===== src/asst_pkg.sv =====
// ----------------------------------------------------------------------------
// asst_pkg: shared definitions for the answer stream sequence tracker
// Message kinds, status codes, answer states, limits and the header layout.
// ----------------------------------------------------------------------------
package asst_pkg;

  // Field widths.
  localparam int unsigned KindW   = 3;
  localparam int unsigned EpochW  = 64;
  localparam int unsigned SeqW    = 64;
  localparam int unsigned PlenW   = 16;
  localparam int unsigned LenW    = 21;
  localparam int unsigned MarkW   = 7;
  localparam int unsigned StatusW = 3;
  localparam int unsigned ModeW   = 3;
  localparam int unsigned CfgIdxW = 2;
  localparam int unsigned CfgW    = 21;
  // Sum width for the length checks: answer + payload + reserve.
  localparam int unsigned SumW    = LenW + 2;

  // Limits and reserves.
  localparam logic [LenW-1:0]  TEXT_LIMIT_MAX = LenW'(1048576);
  localparam logic [MarkW-1:0] MARKER_MAX     = MarkW'(64);
  localparam logic [SumW-1:0]  GAP_RESERVE    = SumW'(16);

  // Register reset values.
  localparam logic [LenW-1:0]  TEXT_LIMIT_RST  = LenW'(524288);
  localparam logic [MarkW-1:0] GAP_MARKER_RST  = MarkW'(28);
  localparam logic [PlenW-1:0] MAX_PAYLOAD_RST = PlenW'(4096);

  // Register indexes.
  localparam logic [CfgIdxW-1:0] REG_TEXT_LIMIT  = 2'd0;
  localparam logic [CfgIdxW-1:0] REG_GAP_MARKER  = 2'd1;
  localparam logic [CfgIdxW-1:0] REG_MAX_PAYLOAD = 2'd2;

  // Message kinds.
  localparam logic [KindW-1:0] KIND_STARTED   = 3'd0;
  localparam logic [KindW-1:0] KIND_PROGRESS  = 3'd1;
  localparam logic [KindW-1:0] KIND_DELTA     = 3'd2;
  localparam logic [KindW-1:0] KIND_COMPLETED = 3'd3;
  localparam logic [KindW-1:0] KIND_FAILED    = 3'd4;
  localparam logic [KindW-1:0] KIND_CANCELLED = 3'd5;
  localparam logic [KindW-1:0] KIND_CLEARED   = 3'd6;

  // Result status codes.
  localparam logic [StatusW-1:0] ST_IGNORED  = 3'd0;
  localparam logic [StatusW-1:0] ST_DROPPED  = 3'd1;
  localparam logic [StatusW-1:0] ST_APPLIED  = 3'd2;
  localparam logic [StatusW-1:0] ST_APPENDED = 3'd3;
  localparam logic [StatusW-1:0] ST_FULL     = 3'd4;
  localparam logic [StatusW-1:0] ST_PROGRESS = 3'd5;
  localparam logic [StatusW-1:0] ST_ERROR    = 3'd6;

  // Answer states.
  localparam logic [ModeW-1:0] M_IDLE      = 3'd0;
  localparam logic [ModeW-1:0] M_WAITING   = 3'd2;
  localparam logic [ModeW-1:0] M_THINKING  = 3'd3;
  localparam logic [ModeW-1:0] M_STREAMING = 3'd4;
  localparam logic [ModeW-1:0] M_COMPLETED = 3'd5;
  localparam logic [ModeW-1:0] M_FAILED    = 3'd6;
  localparam logic [ModeW-1:0] M_CANCELLED = 3'd7;
  localparam logic [ModeW-1:0] M_CONNECTING = 3'd1;

  // Stream bus widths.
  localparam int unsigned InDataW  = 144;
  localparam int unsigned InUserW  = 4;
  localparam int unsigned OutDataW = 144;
  localparam int unsigned OutUserW = 3;

  // One message header as held in the input register.
  typedef struct packed {
    logic [KindW-1:0]  kind;
    logic [EpochW-1:0] msg_epoch;
    logic [SeqW-1:0]   msg_sequence;
    logic [PlenW-1:0]  payload_length;
    logic              continuation;
  } hdr_t;

endpackage


===== src/answer_stream_sequence_tracker.sv =====
// Flow: an accepted header word loads the input register; its result word is loaded
// into the result register when that register is free or being emptied.
// Throughput: one header per cycle unless the result side stalls; the input
// register takes one more word while the downstream side holds a result word.
// Reset: synchronous; clears all stream state, loads the register defaults
// and empties both stages. No clearing pass is needed.
// ----------------------------------------------------------------------------
// answer_stream_sequence_tracker
// Tracks epoch, sequence, text lengths and flags of a streamed answer, one
// message header per word, and reports status and write offsets.
// ----------------------------------------------------------------------------
module answer_stream_sequence_tracker (
  input  logic                                clk,
  input  logic                                rst,
  // Configuration write port.
  input  logic                                cfg_we,
  input  logic [asst_pkg::CfgIdxW-1:0]        cfg_index,
  input  logic [asst_pkg::CfgW-1:0]           cfg_data,
  // Header stream.
  input  logic                                s_axis_tvalid,
  output logic                                s_axis_tready,
  // msg_epoch[63:0], msg_sequence[127:64], payload_length[143:128]
  input  logic [asst_pkg::InDataW-1:0]        s_axis_tdata,
  // kind[2:0], continuation[3]
  input  logic [asst_pkg::InUserW-1:0]        s_axis_tuser,
  // Result stream.
  output logic                                m_axis_tvalid,
  input  logic                                m_axis_tready,
  // marker_inserted[0], write_offset[21:1], answer_length[42:22],
  // progress_length[58:43], error_length[74:59], answer_state[77:75],
  // current_epoch[141:78], gap_seen[142], truncated[143]
  output logic [asst_pkg::OutDataW-1:0]       m_axis_tdata,
  // status[2:0]
  output logic [asst_pkg::OutUserW-1:0]       m_axis_tuser
);

  // Configuration registers.
  logic [asst_pkg::LenW-1:0]  text_limit;
  logic [asst_pkg::MarkW-1:0] gap_marker_bytes;
  logic [asst_pkg::PlenW-1:0] max_payload;

  // Stream state.
  logic [asst_pkg::ModeW-1:0]  mode, mode_next;
  logic [asst_pkg::EpochW-1:0] epoch_reg, epoch_reg_next;
  logic [asst_pkg::SeqW-1:0]   last_seq, last_seq_next;
  logic [asst_pkg::LenW-1:0]   answer_len, answer_len_next;
  logic [asst_pkg::PlenW-1:0]  progress_len, progress_len_next;
  logic [asst_pkg::PlenW-1:0]  error_len, error_len_next;
  logic                        gap_flag, gap_flag_next;
  logic                        trunc_flag, trunc_flag_next;

  // Pipeline registers.
  logic                in_valid;
  asst_pkg::hdr_t      in_hdr;
  logic                proc;

  // Per-word results.
  logic [asst_pkg::StatusW-1:0] status;
  logic                         mark;
  logic [asst_pkg::LenW-1:0]    woff;

  // Clamped registers.
  logic [asst_pkg::LenW-1:0]  limit;
  logic [asst_pkg::MarkW-1:0] marker;

  // Handshake: a header is worked on when the result register is free.
  assign proc          = in_valid && (!m_axis_tvalid || m_axis_tready);
  assign s_axis_tready = !in_valid || proc;

  // Configuration writes; index three is not a register.
  always_ff @(posedge clk) begin
    if (rst) begin
      text_limit       <= asst_pkg::TEXT_LIMIT_RST;
      gap_marker_bytes <= asst_pkg::GAP_MARKER_RST;
      max_payload      <= asst_pkg::MAX_PAYLOAD_RST;
    end else if (cfg_we) begin
      case (cfg_index)
        asst_pkg::REG_TEXT_LIMIT:  text_limit       <= cfg_data;
        asst_pkg::REG_GAP_MARKER:  gap_marker_bytes <= cfg_data[asst_pkg::MarkW-1:0];
        asst_pkg::REG_MAX_PAYLOAD: max_payload      <= cfg_data[asst_pkg::PlenW-1:0];
        default: ;
      endcase
    end
  end

  assign limit  = (text_limit > asst_pkg::TEXT_LIMIT_MAX) ? asst_pkg::TEXT_LIMIT_MAX
                                                           : text_limit;
  assign marker = (gap_marker_bytes > asst_pkg::MARKER_MAX) ? asst_pkg::MARKER_MAX
                                                             : gap_marker_bytes;

  // Input register.
  always_ff @(posedge clk) begin
    if (rst) begin
      in_valid <= 1'b0;
    end else if (s_axis_tvalid && s_axis_tready) begin
      in_valid <= 1'b1;
    end else if (proc) begin
      in_valid <= 1'b0;
    end
  end

  always_ff @(posedge clk) begin
    if (s_axis_tvalid && s_axis_tready) begin
      in_hdr.kind           <= s_axis_tuser[2:0];
      in_hdr.continuation   <= s_axis_tuser[3];
      in_hdr.msg_epoch      <= s_axis_tdata[63:0];
      in_hdr.msg_sequence   <= s_axis_tdata[127:64];
      in_hdr.payload_length <= s_axis_tdata[143:128];
    end
  end

  // Message rules for one header.
  always_comb begin
    logic [asst_pkg::LenW-1:0] alen;
    logic [asst_pkg::SumW-1:0] plen_ext;
    logic                      drop;
    logic                      epoch_diff;

    mode_next         = mode;
    epoch_reg_next    = epoch_reg;
    last_seq_next     = last_seq;
    answer_len_next   = answer_len;
    progress_len_next = progress_len;
    error_len_next    = error_len;
    gap_flag_next     = gap_flag;
    trunc_flag_next   = trunc_flag;
    status            = asst_pkg::ST_IGNORED;
    mark              = 1'b0;
    woff              = '0;
    alen              = answer_len;
    plen_ext          = asst_pkg::SumW'(in_hdr.payload_length);
    drop              = 1'b0;
    epoch_diff        = (epoch_reg != in_hdr.msg_epoch);

    if (in_hdr.payload_length <= max_payload) begin
      case (in_hdr.kind)
        asst_pkg::KIND_STARTED: begin
          answer_len_next   = '0;
          error_len_next    = '0;
          progress_len_next = '0;
          mode_next         = asst_pkg::M_CONNECTING;
          epoch_reg_next    = in_hdr.msg_epoch;
          last_seq_next     = in_hdr.msg_sequence;
          gap_flag_next     = 1'b0;
          trunc_flag_next   = 1'b0;
          status            = asst_pkg::ST_APPLIED;
        end
        asst_pkg::KIND_PROGRESS: begin
          if (epoch_diff) begin
            answer_len_next = '0;
            error_len_next  = '0;
            epoch_reg_next  = in_hdr.msg_epoch;
            last_seq_next   = '0;
            gap_flag_next   = 1'b0;
            trunc_flag_next = 1'b0;
          end
          progress_len_next = in_hdr.payload_length;
          mode_next = (in_hdr.payload_length == '0) ? asst_pkg::M_WAITING
                                                    : asst_pkg::M_THINKING;
          status = asst_pkg::ST_PROGRESS;
        end
        asst_pkg::KIND_DELTA: begin
          // Sequence checks first; a skip may place the gap marker.
          if (in_hdr.continuation) begin
            drop = epoch_diff;
          end else if (epoch_diff) begin
            alen            = '0;
            error_len_next  = '0;
            epoch_reg_next  = in_hdr.msg_epoch;
            last_seq_next   = in_hdr.msg_sequence;
            gap_flag_next   = 1'b0;
            trunc_flag_next = 1'b0;
          end else if (in_hdr.msg_sequence == last_seq + asst_pkg::SeqW'(1)) begin
            last_seq_next = in_hdr.msg_sequence;
          end else if (in_hdr.msg_sequence <= last_seq) begin
            drop = 1'b1;
          end else begin
            if (asst_pkg::SumW'(alen) + plen_ext + asst_pkg::GAP_RESERVE
                <= asst_pkg::SumW'(limit)) begin
              alen          = alen + asst_pkg::LenW'(marker);
              gap_flag_next = 1'b1;
              mark          = 1'b1;
            end
            last_seq_next = in_hdr.msg_sequence;
          end
          // Then the append against the limit, terminator included.
          if (drop) begin
            status = asst_pkg::ST_DROPPED;
          end else begin
            if (asst_pkg::SumW'(alen) + plen_ext + asst_pkg::SumW'(1)
                <= asst_pkg::SumW'(limit)) begin
              woff   = alen;
              alen   = alen + asst_pkg::LenW'(in_hdr.payload_length);
              status = asst_pkg::ST_APPENDED;
            end else begin
              trunc_flag_next = 1'b1;
              status          = asst_pkg::ST_FULL;
            end
            progress_len_next = '0;
            mode_next         = asst_pkg::M_STREAMING;
          end
          answer_len_next = alen;
        end
        asst_pkg::KIND_COMPLETED: begin
          progress_len_next = '0;
          mode_next         = asst_pkg::M_COMPLETED;
          status            = asst_pkg::ST_APPLIED;
        end
        asst_pkg::KIND_FAILED: begin
          if (epoch_diff) begin
            answer_len_next = '0;
            epoch_reg_next  = in_hdr.msg_epoch;
          end
          error_len_next    = in_hdr.payload_length;
          progress_len_next = '0;
          mode_next         = asst_pkg::M_FAILED;
          status            = asst_pkg::ST_ERROR;
        end
        asst_pkg::KIND_CANCELLED: begin
          progress_len_next = '0;
          mode_next         = asst_pkg::M_CANCELLED;
          status            = asst_pkg::ST_APPLIED;
        end
        asst_pkg::KIND_CLEARED: begin
          answer_len_next   = '0;
          progress_len_next = '0;
          error_len_next    = '0;
          mode_next         = asst_pkg::M_IDLE;
          epoch_reg_next    = '0;
          last_seq_next     = '0;
          gap_flag_next     = 1'b0;
          trunc_flag_next   = 1'b0;
          status            = asst_pkg::ST_APPLIED;
        end
        default: begin
          status = asst_pkg::ST_IGNORED;
        end
      endcase
    end
  end

  // Stream state update.
  always_ff @(posedge clk) begin
    if (rst) begin
      mode         <= asst_pkg::M_IDLE;
      epoch_reg    <= '0;
      last_seq     <= '0;
      answer_len   <= '0;
      progress_len <= '0;
      error_len    <= '0;
      gap_flag     <= 1'b0;
      trunc_flag   <= 1'b0;
    end else if (proc) begin
      mode         <= mode_next;
      epoch_reg    <= epoch_reg_next;
      last_seq     <= last_seq_next;
      answer_len   <= answer_len_next;
      progress_len <= progress_len_next;
      error_len    <= error_len_next;
      gap_flag     <= gap_flag_next;
      trunc_flag   <= trunc_flag_next;
    end
  end

  // Result register.
  always_ff @(posedge clk) begin
    if (rst) begin
      m_axis_tvalid <= 1'b0;
    end else if (proc) begin
      m_axis_tvalid <= 1'b1;
    end else if (m_axis_tready) begin
      m_axis_tvalid <= 1'b0;
    end
  end

  always_ff @(posedge clk) begin
    if (proc) begin
      m_axis_tuser <= status;
      m_axis_tdata <= {trunc_flag_next, gap_flag_next, epoch_reg_next, mode_next,
                       error_len_next, progress_len_next, answer_len_next, woff, mark};
    end
  end

endmodule

===== config.mk =====
export PLATFORM = sky130hd
export DESIGN_NAME = answer_stream_sequence_tracker
export DESIGN_NICKNAME = d
export VERILOG_FILES = /design/src/asst_pkg.sv /design/src/answer_stream_sequence_tracker.sv
export SDC_FILE = /design/constraint.sdc
export NUM_CORES = 1
export LEC_CHECK = 0
export BUFFER_PORTS_ARGS = -buffer_cell sky130_fd_sc_hd__buf_4
export CAP_MARGIN = 5
export CORE_UTILIZATION = 50
export CTS_CLUSTER_DIAMETER = 60
export CTS_CLUSTER_SIZE = 30
export DETAILED_ROUTE_END_ITERATION = 10
export PLACE_DENSITY_LB_ADDON = 0.2
export SETUP_SLACK_MARGIN = 0.5
export SLEW_MARGIN = 20
export SYNTH_ARGS = -nofsm -noshare
export SYNTH_HDL_FRONTEND = slang
export SYNTH_SLANG_ARGS = --single-unit

===== constraint.sdc =====
create_clock -name clk -period 9.7 [get_ports clk]
set_input_delay 1.94 -clock clk [delete_from_list [all_inputs] [get_ports clk]]
set_output_delay 1.94 -clock clk [all_outputs]
set_load 0.05 [all_outputs]

==> summary.txt <==
Timing
  – Fin. max-slew vios: 0
  – Fmax: 107 MHz
  – Slew @ Worst Pin: 1.12 ns
  – Worst slew margin: 25.5%
  – Clock Skew: 0.0510 ns
  – Fin crit share: 96.0%
  – Final Hold Viols: 0
  – Final min period: 9.31 ns
  – Final setup viols: 0
  – Unrepaired setup endpoints after global routing: true

Layout
  – Post-route cell area: 0.0353 mm2
  – Multi-input logic area: 0.0154 mm2
  – Reg area: 0.0135 mm2
  – Top flop regs: in_hdr x148, m_axis_tdata x144
  – Max FFs per register: 148
  – Fin nets: 3806
  – Layout Cells excl Fill: 4244
  – Fill cells: 4884
  – Register bank with the most flops: in_hdr
  – Share of layout cells above drive strength 1: 18.3%
  – P&R area growth vs syn: 19.1%

Yosys
  – Synth unique cells: 89
  – EDFF count, synth: 295
  – Post-synthesis sequential area ratio: 45.6%
  – Syn_nets: 3502
  – Syn. warnings: 0
  – Synth async-reset ratio: 0%
  – Synthesized area per cell: 9.43 um2
  – Main synth FF type: edfxtp_1
  – Synth Cell Area: 0.0296 mm2
  – Synthesized instance count: 3142
  – Yosys reg bits: 527

Placement
  – PortBufs: 324
  – Area after DPL: 0.0332 mm2
  – GP Congestion: 1.02
  – Placed Cells incl. Taps: 4145
  – HPWL Detailed: 68600 um

Global route
  – Total grt overflow: 0
  – Largest net degree at the start of global routing: 160
  – GRT Util Overall: 31.6%
  – Global routing's busiest layer: met2
  – GR met1 Demand/Resource: 40.9%
  – Initial antenna violation count: 5
  – Met3 Usage GRT: 4.22%
  – Met2 Usage GRT: 52.2%
  – Vias in the first global route: 24.8k
  – Global-route wire length before repair: 147000 um

Detailed routing
  – Drt wl/cell: 22.8 um
  – Routed WL: 96900 um
  – Drt first pass iters: 5
  – DRC: 0
  – Post-route ant nets: 0
  – Via count: 25.7k
  – Initial DRC count: 2102
  – DR vias/cell: 6.05

Worst setup path
  – Critical path type: reg2reg
  – Cell mode on critical path: a21oi_2
  – CP required: 10.02 ns
  – CP Capture Type: flop
  – Maximum net fanout on the critical path: 6
  – CP Launch Type: flop
  – Slowest CP cell: edfxtp_1
  – Max incr delay on CP: 0.43 ns
  – CP arrival: 9.63 ns

Floorplan
  – Row cnt: 88
  – Core area: 0.0581 mm2
  – Die height: 245 um
  – Num ports: 325
  – Die ar.: 0.0602 mm2
  – Die width: 245 um
  – Initial core utilization: 51.0%

Run
  – Max-Cap Viols: 0

Power
  – Total power: 5.29 mW
  – Power per cell area: 150 mW/mm2
  – Leakage: 13.2 nW
  – Worst vdd ir: 0.000165 V

Hold path
  – Worst min-delay path category: reg2reg

Clocking
  – Clk slew on worst S/H paths: 0.10 ns
  – TritonCTS buffer count: 42
  – Clk sinks: 527
  – Clock Tree Root: clkbuf_16
  – CTS tree: yes
  – H-tree levels: 2
  – Clock Path Buffers: 3
  – Skew-Pair Late Insertion Delay: 0.61 ns

Outcome
  – Status: finished clean
[metal layers]
layer / vias up / part of all wire [%]
li1: 12000 / -
met1: 12400 / 41
met2: 1041 / 47
met3: 230 / 6.6
met4: 8 / 5.1
met5: - / 0.057
[what timing repair did]
item,in CTS,in global routing
setup buffers,15,6
pin swaps,25,25
gates cloned,1,0
resized for setup,33,56
setup endpoints to repair,68,68
hold buffers,0,0
[path summary, 6_finish.rpt]
| check | from | endpoint | slack [ns] | cells after the start |
|---|---|---|---|---|
| worst min-delay path | progress_len[8] | progress_len[8] | 0.46 | 2 |
| worst min register to register | progress_len[8] | progress_len[8] | 0.46 | 2 |
| worst max register to register | in_hdr[3] | m_axis_tdata[34] | 0.39 | 52 |
| worst max-delay path | in_hdr[3] | m_axis_tdata[34] | 0.39 | 52 |
[final cells by class]
cell class,count,share of cell area [%]
Clock inverter,29,1.19
Tap cell,765,2.71
Inverter,127,1.37
Multi-Input combinational cell,2299,43.6
Antenna cell,1,0.00709
Clock buffer,47,3.09
Sequential cell,527,38.3
Timing Repair Buffer,449,9.80
[power breakdown]
group	switching, mW	internal, mW
clock	0.959	0.938
combinational	0.538	0.313
sequential	0.0797	2.46
[cells in the mapped netlist, types with 5 or more instances]
cell type / n / area share [%]
nand2_1: 420 / 5.3
a211o_1: 7 / 0.21
xnor2_1: 108 / 3.2
or4_1: 8 / 0.20
nand4_1: 63 / 1.3
xor2_1: 115 / 3.4
nand3b_1: 5 / 0.13
dfxtp_1: 232 / 16
a211oi_1: 12 / 0.30
a21o_1: 51 / 1.3
nor4_1: 53 / 1.1
inv_1: 123 / 1.6
buf_1: 18 / 0.23
o21a_1: 22 / 0.56
nor2b_1: 89 / 1.9
and4_1: 11 / 0.33
ha_1: 180 / 7.6
a32o_1: 66 / 2.2
o21ai_1: 23 / 0.39
nand2b_1: 20 / 0.42
edfxtp_1: 295 / 30
nor2_1: 128 / 1.6
a21oi_1: 322 / 5.4
o21bai_1: 16 / 0.41
nand3_1: 103 / 1.7
a31oi_1: 7 / 0.15
mux2i_1: 24 / 0.81
o21ai_0: 183 / 3.1
or2_2: 5 / 0.11
and2_1: 22 / 0.46
and3_1: 16 / 0.34
nor3_2: 7 / 0.24
a21boi_0: 8 / 0.20
a2111oi_0: 5 / 0.15
or3_1: 9 / 0.19
nor3b_1: 5 / 0.13
o211ai_1: 11 / 0.28
buf_2: 8 / 0.14
clkbuf_1: 160 / 2.0
o2111ai_1: 5 / 0.15
nor3_1: 49 / 0.83
o31ai_1: 13 / 0.33
a22o_1: 47 / 1.4
[layout by cell type (no fill, tap or decap), types with 14 or more instances in the layout]
master,instances
a21o_1,51
a32o_1,66
nand2b_1,18
o21ai_1,23
ha_1,175
nor2b_1,89
and2_1,20
xor2_1,114
nand4_1,63
nand2_1,418
inv_1,123
o21bai_1,14
xnor2_1,107
o21ai_0,177
o21a_1,21
and3_1,14
clkbuf_16,43
nor2_1,120
buf_4,434
a22o_1,44
nor4_1,52
a21oi_1,311
edfxtp_1,295
nand3_1,102
dfxtp_1,232
nor3_1,45
[worst max-delay path, delay by kind of cell (launching register included)]
kind | cells | cell delay, ns
AO/OA/AOI/OAI | 28 | 4.60
multiplexers | 1 | 0.23
AND/OR/NAND/NOR | 12 | 1.45
buffers and inverters | 3 | 0.48
adder cells (fa/ha/maj) | 5 | 1.38
XOR/XNOR | 3 | 0.43
flip-flops | 1 | 0.43
[metrics by stage]
stage | hold slack, ns | setup slack [ns] | utilization (%) | TNS, ns
after floorplan | 0.427 | 0.503 | - | 0
after global placement | 0.442 | 0.0389 | 57.0 | 0
after detailed placement | 0.447 | -0.251 | 57.1 | -6.77
after CTS | 0.460 | 0.500 | 60.1 | 0
after global routing | 0.480 | -0.134 | 60.7 | -2.37
final | 0.461 | 0.391 | 60.7 | 0
[cell families (layout without fill, tap and decap cells)]
| group | after synthesis | after routing | share of synthesized area (%) |
|---|---|---|---|
| other | 0 | 1 | 0 |
| DFF | 527 | 527 | 45.6 |
| xor gates and xnor gates | 223 | 223 | 6.59 |
| and+or+nand+nor | 1031 | 1031 | 17.0 |
| buffers and inverters | 316 | 652 | 4.11 |
| adders and majority gates | 184 | 184 | 7.87 |
| AOI/OAI and AO/OA | 831 | 831 | 17.7 |
| muxes | 30 | 30 | 1.11 |
No activity file was read; power rests on OpenSTA's default activity.
